--- src/rtl/dfiir_pkg.sv ---
`default_nettype none
package dfiir_pkg;

  localparam int SAMPLE_W   = 16;
  localparam int COEF_W     = 18;
  localparam int TAPCNT_W   = 5;
  localparam int PROD_W     = SAMPLE_W + COEF_W;
  localparam int FRAC_SHIFT = 14;
  localparam int ROUND_BIAS = 1 << (FRAC_SHIFT - 1);
  localparam int CMD_W      = 2;
  localparam int INDEX_W    = 4;
  localparam int IN_DATA_W  = 40;

  localparam logic REG_FWD_TAPS = 1'b0;
  localparam logic REG_FB_TAPS  = 1'b1;

  typedef enum logic [CMD_W-1:0] {
    CMD_SAMPLE   = 2'd0,
    CMD_LOAD_FWD = 2'd1,
    CMD_LOAD_FB  = 2'd2
  } cmd_e;

  typedef enum logic [1:0] {
    ST_IDLE,
    ST_RUN,
    ST_DRAIN
  } state_e;

  typedef struct packed {
    logic clear;
    logic valid;
    logic neg;
  } mac_ctl_t;

endpackage
`default_nettype wire

--- src/rtl/dfiir_ram.sv ---
`default_nettype none
module dfiir_ram #(
  parameter int WIDTH = 18,
  parameter int DEPTH = 32
) (
  input  logic                     clk_i,
  input  logic                     we_i,
  input  logic [$clog2(DEPTH)-1:0] waddr_i,
  input  logic [WIDTH-1:0]         wdata_i,
  input  logic [$clog2(DEPTH)-1:0] raddr_i,
  output logic [WIDTH-1:0]         rdata_o
);

  logic [WIDTH-1:0] mem_q [DEPTH];

  always_ff @(posedge clk_i) begin
    if (we_i) begin
      mem_q[waddr_i] <= wdata_i;
    end
    rdata_o <= mem_q[raddr_i];
  end

endmodule
`default_nettype wire

--- src/rtl/dfiir_mac.sv ---
`default_nettype none
module dfiir_mac #(
  parameter int ACC_W = 41
) (
  input  logic                                   clk_i,
  input  logic                                   rst_ni,
  input  dfiir_pkg::mac_ctl_t                    ctl_i,
  input  logic signed [dfiir_pkg::COEF_W-1:0]    coef_i,
  input  logic signed [dfiir_pkg::SAMPLE_W-1:0]  hist_i,
  output logic signed [ACC_W-1:0]                acc_o,
  output logic                                   busy_o
);
  import dfiir_pkg::*;

  logic signed [PROD_W-1:0] prod_q;
  logic                     p_valid_q;
  logic                     p_neg_q;
  logic signed [ACC_W-1:0]  acc_q;
  logic signed [ACC_W-1:0]  prod_ext;

  assign prod_ext = {{(ACC_W-PROD_W){prod_q[PROD_W-1]}}, prod_q};

  always_ff @(posedge clk_i or negedge rst_ni) begin
    if (!rst_ni) begin
      p_valid_q <= 1'b0;
      p_neg_q   <= 1'b0;
    end else begin
      p_valid_q <= ctl_i.valid;
      p_neg_q   <= ctl_i.neg;
    end
  end

  always_ff @(posedge clk_i) begin
    prod_q <= coef_i * hist_i;
  end

  always_ff @(posedge clk_i or negedge rst_ni) begin
    if (!rst_ni) begin
      acc_q <= '0;
    end else if (ctl_i.clear) begin
      acc_q <= '0;
    end else if (p_valid_q) begin
      acc_q <= p_neg_q ? (acc_q - prod_ext) : (acc_q + prod_ext);
    end
  end

  assign acc_o  = acc_q;
  assign busy_o = p_valid_q;

endmodule
`default_nettype wire

--- src/rtl/direct_form_iir_filter_core.sv ---
// Direct-form I IIR filter with one shared multiply-accumulate.
// Input stream: tuser carries the command (sample, load forward coefficient,
// load feedback coefficient); tdata carries coefficient slot, Q4.14
// coefficient and Q1.15 sample; tlast marks the final sample of a signal.
// Load items give no output item; tready stays high. A sample item takes
// MAX_FORWARD_TAPS + MAX_FEEDBACK_TAPS steps through the shared multiplier,
// one coefficient slot per step (feedback slot zero is skipped, the final
// step is empty), then drains its stage-one and product registers into the
// accumulator. tready stays low until the result is in the output register;
// no new item is taken while a sample is in progress. Output stream: tdata is
// the rounded, saturated sample, tuser the saturation flag, tlast a copy of
// the input tlast. After a tlast sample both histories clear. A finished
// sample waits in the output register; a stalled receiver holds the block in
// its drain state once the next sample is done. The user must write tap counts
// on the config port while the block is idle; the block does not enforce it.
// Reset clears tap counts to one, coefficients (via valid bits) and history.
`default_nettype none
module direct_form_iir_filter_core #(
  parameter int MAX_FORWARD_TAPS  = 16,
  parameter int MAX_FEEDBACK_TAPS = 16
) (
  input  logic                                   clk_i,
  input  logic                                   rst_ni,
  input  logic                                   cfg_we_i,
  input  logic                                   cfg_idx_i,
  input  logic [dfiir_pkg::TAPCNT_W-1:0]         cfg_wdata_i,
  input  logic                                   s_axis_tvalid,
  output logic                                   s_axis_tready,
  // coef_index [3:0], coef_value [21:4], sample_in [37:22], zero [39:38]
  input  logic [dfiir_pkg::IN_DATA_W-1:0]        s_axis_tdata,
  // cmd [1:0]
  input  logic [dfiir_pkg::CMD_W-1:0]            s_axis_tuser,
  input  logic                                   s_axis_tlast,
  output logic                                   m_axis_tvalid,
  input  logic                                   m_axis_tready,
  // sample_out [15:0]
  output logic [dfiir_pkg::SAMPLE_W-1:0]         m_axis_tdata,
  // saturated [0]
  output logic                                   m_axis_tuser,
  output logic                                   m_axis_tlast
);
  import dfiir_pkg::*;

  localparam int TOT   = MAX_FORWARD_TAPS + MAX_FEEDBACK_TAPS;
  localparam int AW    = $clog2(TOT);
  localparam int ACC_W = PROD_W + $clog2(TOT) + 1;

  state_e                      state_q, state_d;
  logic [AW-1:0]               step_q, step_d;
  logic [TAPCNT_W-1:0]         fcnt_q, bcnt_q;
  logic [TOT-1:0]              cvalid_q;
  logic signed [SAMPLE_W-1:0]  xr_q [MAX_FORWARD_TAPS];
  logic signed [SAMPLE_W-1:0]  xr_d [MAX_FORWARD_TAPS];
  logic signed [SAMPLE_W-1:0]  yr_q [MAX_FEEDBACK_TAPS];
  logic signed [SAMPLE_W-1:0]  yr_d [MAX_FEEDBACK_TAPS];
  logic                        last_q;
  logic                        s1_valid_q, s1_use_q, s1_neg_q, s1_cv_q;
  logic                        s1_use_d;
  logic signed [SAMPLE_W-1:0]  s1_hist_q;
  logic                        out_valid_q;
  logic [SAMPLE_W-1:0]         out_data_q;
  logic                        out_last_q, out_sat_q;

  logic                        in_fire, start, fwd_phase, last_step, finish, running;
  logic [INDEX_W-1:0]          in_idx;
  logic [COEF_W-1:0]           in_coef;
  logic signed [SAMPLE_W-1:0]  in_sample;
  logic                        ram_we;
  logic [AW-1:0]               ram_waddr, ram_raddr;
  logic [COEF_W-1:0]           ram_rdata;
  mac_ctl_t                    mac_ctl;
  logic signed [COEF_W-1:0]    mac_coef;
  logic signed [ACC_W-1:0]     acc;
  logic                        mac_busy;
  logic signed [ACC_W-1:0]     acc_rnd, acc_sh;
  logic                        y_sat;
  logic signed [SAMPLE_W-1:0]  y_val;

  assign in_idx    = s_axis_tdata[INDEX_W-1:0];
  assign in_coef   = s_axis_tdata[INDEX_W+COEF_W-1:INDEX_W];
  assign in_sample = s_axis_tdata[INDEX_W+COEF_W+SAMPLE_W-1:INDEX_W+COEF_W];

  assign s_axis_tready = (state_q == ST_IDLE);
  assign in_fire       = s_axis_tvalid && s_axis_tready;
  assign start         = in_fire && (s_axis_tuser == CMD_SAMPLE);
  assign running       = (state_q == ST_RUN);
  assign fwd_phase     = 32'(step_q) < 32'(MAX_FORWARD_TAPS);
  assign last_step     = (step_q == AW'(TOT - 1));
  assign finish        = (state_q == ST_DRAIN) && !s1_valid_q && !mac_busy &&
                         (!out_valid_q || m_axis_tready);

  always_ff @(posedge clk_i or negedge rst_ni) begin
    if (!rst_ni) begin
      fcnt_q <= TAPCNT_W'(1);
      bcnt_q <= TAPCNT_W'(1);
    end else if (cfg_we_i) begin
      unique case (cfg_idx_i)
        REG_FWD_TAPS: fcnt_q <= cfg_wdata_i;
        REG_FB_TAPS:  bcnt_q <= cfg_wdata_i;
        default: ;
      endcase
    end
  end

  always_comb begin
    ram_we    = 1'b0;
    ram_waddr = AW'(in_idx);
    if (in_fire && (s_axis_tuser == CMD_LOAD_FWD) &&
        (32'(in_idx) < 32'(MAX_FORWARD_TAPS))) begin
      ram_we = 1'b1;
    end else if (in_fire && (s_axis_tuser == CMD_LOAD_FB) &&
                 (32'(in_idx) < 32'(MAX_FEEDBACK_TAPS))) begin
      ram_we    = 1'b1;
      ram_waddr = AW'(MAX_FORWARD_TAPS) + AW'(in_idx);
    end
  end

  always_comb begin
    ram_raddr = '0;
    if (running && !last_step) begin
      ram_raddr = fwd_phase ? step_q : step_q + AW'(1);
    end
  end

  always_ff @(posedge clk_i or negedge rst_ni) begin
    if (!rst_ni) begin
      cvalid_q <= '0;
    end else if (ram_we) begin
      cvalid_q[ram_waddr] <= 1'b1;
    end
  end

  dfiir_ram #(
    .WIDTH (COEF_W),
    .DEPTH (TOT)
  ) u_coef_ram (
    .clk_i   (clk_i),
    .we_i    (ram_we),
    .waddr_i (ram_waddr),
    .wdata_i (in_coef),
    .raddr_i (ram_raddr),
    .rdata_o (ram_rdata)
  );

  always_ff @(posedge clk_i or negedge rst_ni) begin
    if (!rst_ni) begin
      state_q <= ST_IDLE;
      step_q  <= '0;
    end else begin
      state_q <= state_d;
      step_q  <= step_d;
    end
  end

  always_comb begin
    state_d = state_q;
    step_d  = step_q;
    unique case (state_q)
      ST_IDLE: begin
        if (start) begin
          state_d = ST_RUN;
          step_d  = '0;
        end
      end
      ST_RUN: begin
        step_d = step_q + AW'(1);
        if (last_step) begin
          state_d = ST_DRAIN;
          step_d  = '0;
        end
      end
      ST_DRAIN: begin
        if (finish) begin
          state_d = ST_IDLE;
        end
      end
      default: state_d = ST_IDLE;
    endcase
  end

  always_comb begin
    if (fwd_phase) begin
      s1_use_d = 32'(step_q) < 32'(fcnt_q);
    end else begin
      s1_use_d = !last_step &&
                 ((32'(step_q) - 32'(MAX_FORWARD_TAPS) + 32'd1) < 32'(bcnt_q));
    end
  end

  always_ff @(posedge clk_i or negedge rst_ni) begin
    if (!rst_ni) begin
      s1_valid_q <= 1'b0;
    end else begin
      s1_valid_q <= running;
    end
  end

  always_ff @(posedge clk_i) begin
    s1_use_q  <= s1_use_d;
    s1_neg_q  <= !fwd_phase;
    s1_hist_q <= fwd_phase ? xr_q[0] : yr_q[0];
    s1_cv_q   <= cvalid_q[ram_raddr];
  end

  assign mac_ctl.clear = start;
  assign mac_ctl.valid = s1_valid_q;
  assign mac_ctl.neg   = s1_neg_q;
  assign mac_coef      = (s1_use_q && s1_cv_q) ? ram_rdata : '0;

  dfiir_mac #(
    .ACC_W (ACC_W)
  ) u_mac (
    .clk_i  (clk_i),
    .rst_ni (rst_ni),
    .ctl_i  (mac_ctl),
    .coef_i (mac_coef),
    .hist_i (s1_hist_q),
    .acc_o  (acc),
    .busy_o (mac_busy)
  );

  assign acc_rnd = acc + ACC_W'(ROUND_BIAS);
  assign acc_sh  = acc_rnd >>> FRAC_SHIFT;
  assign y_sat   = !((&acc_sh[ACC_W-1:SAMPLE_W-1]) || !(|acc_sh[ACC_W-1:SAMPLE_W-1]));

  always_comb begin
    y_val = acc_sh[SAMPLE_W-1:0];
    if (y_sat) begin
      y_val = acc_sh[ACC_W-1] ? {1'b1, {(SAMPLE_W-1){1'b0}}} : {1'b0, {(SAMPLE_W-1){1'b1}}};
    end
  end

  always_comb begin
    xr_d = xr_q;
    if (start) begin
      xr_d[0] = in_sample;
      for (int j = 1; j < MAX_FORWARD_TAPS; j++) begin
        xr_d[j] = xr_q[j-1];
      end
    end else if (running && fwd_phase) begin
      for (int j = 0; j < MAX_FORWARD_TAPS - 1; j++) begin
        xr_d[j] = xr_q[j+1];
      end
      xr_d[MAX_FORWARD_TAPS-1] = xr_q[0];
    end else if (finish && last_q) begin
      for (int j = 0; j < MAX_FORWARD_TAPS; j++) begin
        xr_d[j] = '0;
      end
    end
  end

  always_comb begin
    yr_d = yr_q;
    if (finish) begin
      if (last_q) begin
        for (int j = 0; j < MAX_FEEDBACK_TAPS; j++) begin
          yr_d[j] = '0;
        end
      end else begin
        yr_d[0] = y_val;
        for (int j = 1; j < MAX_FEEDBACK_TAPS; j++) begin
          yr_d[j] = yr_q[j-1];
        end
      end
    end else if (running && !fwd_phase) begin
      for (int j = 0; j < MAX_FEEDBACK_TAPS - 1; j++) begin
        yr_d[j] = yr_q[j+1];
      end
      yr_d[MAX_FEEDBACK_TAPS-1] = yr_q[0];
    end
  end

  always_ff @(posedge clk_i or negedge rst_ni) begin
    if (!rst_ni) begin
      for (int j = 0; j < MAX_FORWARD_TAPS; j++) begin
        xr_q[j] <= '0;
      end
      for (int j = 0; j < MAX_FEEDBACK_TAPS; j++) begin
        yr_q[j] <= '0;
      end
    end else begin
      xr_q <= xr_d;
      yr_q <= yr_d;
    end
  end

  always_ff @(posedge clk_i) begin
    if (start) begin
      last_q <= s_axis_tlast;
    end
  end

  always_ff @(posedge clk_i or negedge rst_ni) begin
    if (!rst_ni) begin
      out_valid_q <= 1'b0;
    end else begin
      out_valid_q <= finish || (out_valid_q && !m_axis_tready);
    end
  end

  always_ff @(posedge clk_i) begin
    if (finish) begin
      out_data_q <= y_val;
      out_last_q <= last_q;
      out_sat_q  <= y_sat;
    end
  end

  assign m_axis_tvalid = out_valid_q;
  assign m_axis_tdata  = out_data_q;
  assign m_axis_tuser  = out_sat_q;
  assign m_axis_tlast  = out_last_q;

  a_idle_pipe_empty: assert property (@(posedge clk_i) disable iff (!rst_ni)
    (state_q == ST_IDLE) |-> (!s1_valid_q && !mac_busy))
    else $error("multiply pipeline busy while idle");

  a_step_bound: assert property (@(posedge clk_i) disable iff (!rst_ni)
    running |-> (32'(step_q) < 32'(TOT)))
    else $error("step counter out of range");

  a_sample_pushed: assert property (@(posedge clk_i) disable iff (!rst_ni)
    start |=> (xr_q[0] == $past(in_sample)))
    else $error("input sample not pushed into history");

  a_no_overwrite: assert property (@(posedge clk_i) disable iff (!rst_ni)
    ((state_q == ST_DRAIN) && out_valid_q && !m_axis_tready) |=> (state_q == ST_DRAIN))
    else $error("result finished while output slot full");

endmodule
`default_nettype wire

--- config.mk ---
export PLATFORM = sky130hd
export DESIGN_NAME = direct_form_iir_filter_core
export DESIGN_NICKNAME = d
export VERILOG_FILES = /design/src/rtl/dfiir_pkg.sv /design/src/rtl/dfiir_ram.sv /design/src/rtl/dfiir_mac.sv /design/src/rtl/direct_form_iir_filter_core.sv
export SDC_FILE = /design/constraint.sdc
export NUM_CORES = 2
export LEC_CHECK = 0
export BUFFER_PORTS_ARGS = -buffer_cell sky130_fd_sc_hd__buf_2
export CORE_MARGIN = 2
export CORE_UTILIZATION = 49
export DETAILED_ROUTE_END_ITERATION = 10
export GPL_TIMING_DRIVEN = 0
export SETUP_SLACK_MARGIN = 0.5
export SLEW_MARGIN = 20
export SYNTH_ARGS = -nofsm -noshare
export SYNTH_HDL_FRONTEND = slang
export SYNTH_HIERARCHICAL = 1
export SYNTH_SLANG_ARGS = --single-unit
--- constraint.sdc ---
create_clock -name clk_i -period 12.66 [get_ports clk_i]
set_input_delay 0.633 -clock clk_i [delete_from_list [all_inputs] [get_ports clk_i]]
set_output_delay 0.633 -clock clk_i [all_outputs]
set_load 0.05 [all_outputs]
==> results.toml <==
[status]
status = "complete, no violations"

[timing]
slew_violations = 0
period_needed_ps = 7830
fmax_mhz = 128
tightest_slew_ps = 1020
fin_skew_ps = 55.6
grt_setup_unrepaired = "no"
fin_ws_ps = 4830
setup_viol = 0
setup_tns_ps = 0
relSlewSlack_pct = 32.2
period_share_pct = 61.9
final_hold_viol_count = 0

[grt]
grt_usage_pct = 26.5
grt_pass1_wl_mm = 284
antenna_found_initial = 8
first_global_vias = 46400
overflow = 0
grt_max_degree = 98

[worst_setup_path]
r2r_cells = 20
crit_top_cell = "fa_1"
required_ps = 13300
critPathKind = "flop to flop"
cp.depth = 20
slowest_delay_ps = 690
critPathMaxFanout = 10
crit_buf_inv = 5
cp_cell_sequence = "clkbuf_1 > and3_1 > clkbuf_1 > nand2_1 > fa_1 > fa_1 > fa_1 > inv_1 > fa_1 > fa_1 > inv_1 > fa_1 > inv_1 > ha_1 > nand3_1 > o31ai_2 > a31oi_1 > o31ai_1 > nor4_1 > nor3_1"
cp.arrival_ps = 8470
critPathLaunchType = "flop"
cp-end-kind = "flop"
crit_slowest_cell = "o31ai_1"
cp_top_family = "adder cells"

[placement]
gp_congestion = 0.938
dp_hpwl_mm = 134
dp_worst_setup_slack_ps = 4840
portBuffers = 71
placed_cell_area_sq_um = 69900

[synthesis]
ys.flop_type = "dfrtp_1"
ys_ff_latch = 1271
syn_area_sq_um = 66600
yosys.cell_types.count = 92
avgSynthCellArea_sq_um = 11.4
ys_async_sr_fraction_pct = 47.6
synth-seq-area-share_pct = 51.7
synth_cells = 5833
ys_warn_count = 6
synth-edff-count = 595
synth_nets = 6316

[power_and_ir_drop]
power_leakage_uw = 0.0322
ir_worst_vdd_mv = 0.149
power.share.sequential_pct = 33.3
switching_share_pct = 41.5
power_density_nw_per_um2 = 239
p_int_uw = 10400
power_uw = 17800
p_clk_share_pct = 22.5
p_sw_uw = 7380
p_comb_share_pct = 44.2

[job]
maxCapViolCount = 0

[detailed_routing]
antenna_left = 0
vias_per_cell = 5.89
routed_wl_mm = 185
wl_per_cell_um = 23.2
first_pass_iters = 11
vias = 47000
drc_errors = 0
drt_first_iter_violations = 5496

[clock_network]
clk_pin_slew_ps = 70
cts_sinks = 1271
clock_latency_ps = 800
cts_tree = "yes"
cts_inserted_buffers = 141
post_cts_resized = 0
cts_buffer_depth = 3
root_buffer = "clkbuf_16"
htreeDepth = 4
post_cts_buffers = 0
holdBufCountCts = 1

[floorplanning]
die_area_sq_um = 139000
ios = 74
die_h_um = 373
rows = 135
core_area_sq_um = 135000
start_util_pct = 49.3
die_w_um = 373

[finish]
drive_above_1_share_pct = 8.13
final_nets = 6567
syn2layout_area_growth_pct = 11.8
final_cell_area_sq_um = 74400

[hold_path]
hp-class = "input pin to flop"
whs_path_depth = 1
sequential cells by signal (all words and copies together), names as in the netlist, 2 cells and up:
signal,count
s1_hist_q,16
cvalid_q,32
state_q,2
xr_q,256
u_mac/acc_o,40
u_coef_ram/mem_q,576
u_mac/prod_q,34
fcnt_q,5
u_coef_ram/rdata_o,18
yr_q,256
m_axis_tdata,16
step_q,5
bcnt_q,5
cell usage in the layout (no fill, tap or decap), types with 109 or more instances in the layout:
cell type / Yosys / routed
a21oi_1: 364 / 364
a222oi_1: 256 / 256
and2_1: 143 / 143
buf_2: 39 / 109
clkbuf_1: 279 / 316
clkbuf_16: 0 / 142
dfrtp_1: 603 / 603
edfxtp_1: 595 / 595
fa_1: 291 / 291
ha_1: 138 / 138
inv_1: 651 / 651
mux2i_1: 318 / 318
nand2_1: 483 / 483
nor2_1: 198 / 166
nor3b_1: 249 / 248
o21ai_0: 313 / 313
cell families after synthesis:
kind of cell	Yosys count	share of synthesized area, %
adders and majority gates	429	11.3
and+or+nand+nor	1373	10.9
AOI/OAI and AO/OA	1269	13.0
muxes	346	5.30
buffers and inverters	1029	6.30
DFF	1271	51.7
xor gates and xnor gates	116	1.54
worst reg2reg max path, delay by kind of cell (launching register included):
| kind | cells | cell delay [ps] |
|---|---|---|
| AOI/OAI and AO/OA | 3 | 1440 |
| adders and majority gates | 7 | 3430 |
| buffers and inverters | 5 | 1010 |
| DFF | 1 | 480 |
| and+or+nand+nor | 5 | 1300 |
per-stage QoR:
stage	hold WS [ps]	instances	utilization, %
2_1_floorplan	316	5833	-
6_report	74.5	7982	55.1
3_5_place_dp	324	7721	51.7
4_1_cts	33.6	7979	55.1
3_3_place_gp	321	7685	51.2
5_1_grt	45.9	7979	55.1
power by group through the flow:
stage	Combinational [uW]	Sequential [uW]	Clock [uW]
2_1_floorplan	5730	5540	0
3_3_place_gp	7650	5970	0
3_5_place_dp	7800	5980	0
4_1_cts	7830	5910	4080
5_1_grt	8660	5990	4240
6_report	7860	5930	4000
metal layers:
metal / vias to the layer above / part of all wire [%] / track usage [%] / routed length, um
li1: 21300 / - / - / -
met1: 23700 / 44 / 37.8 / 81000
met2: 1740 / 46 / 41.8 / 85400
met3: 309 / 7.1 / 3.76 / 13100
met4: 0 / 3.0 / 8.71 / 5540
met5: - / 0 / 0 / 0
synthesized netlist by cell type, drive strengths merged, types with 13 or more instances:
master,n,area [sq um]
nand4,39,259
o22ai,21,151
dfxtp,71,1420
xnor2,76,673
edfxtp,595,17900
inv,651,2440
a22oi,74,556
mux2,25,282
xor2,40,350
o21ai,314,1580
nand3,77,385
a222oi,256,2560
a31oi,33,206
fa,291,5830
nand2,484,1820
mux2i,318,3180
nor2,199,749
a21oi,375,1990
dfrtp,603,15100
buf,98,699
nor3b,249,1870
a22o,37,324
nor2b,13,81.3
o21bai,27,203
nor3,54,330
ha,138,1730
clkbuf,280,1050
nand2b,31,201
and2,143,895
and3,28,175
a21o,59,443
o21a,15,113
worst paths after layout:
path	from	endpoint	slack, ps
max	s1_use_q	u_mac/prod_q[33]	4830
min	s_axis_tlast	last_q	70
max reg2reg	s1_use_q	u_mac/prod_q[33]	4830
min reg2reg	s1_neg_q	u_mac/p_neg_q	330
max in group asynchronous	rst_ni	xr_q[125]	9770
min in group asynchronous	rst_ni	u_mac/acc_o[6]	340
area by class of cell:
class | instances | area, sq um
inverters | 651 | 2440
repair buffers | 108 | 943
plain buffers | 378 | 1750
fillers | 11700 | 60700
multi-input cells | 3533 | 28100
clock inverters | 61 | 603
clock buffers | 196 | 3920
well taps | 1781 | 2230
flip-flops and latches | 1271 | 34400
diodes | 3 | 7.51
Power figures use the tool's default switching activity.
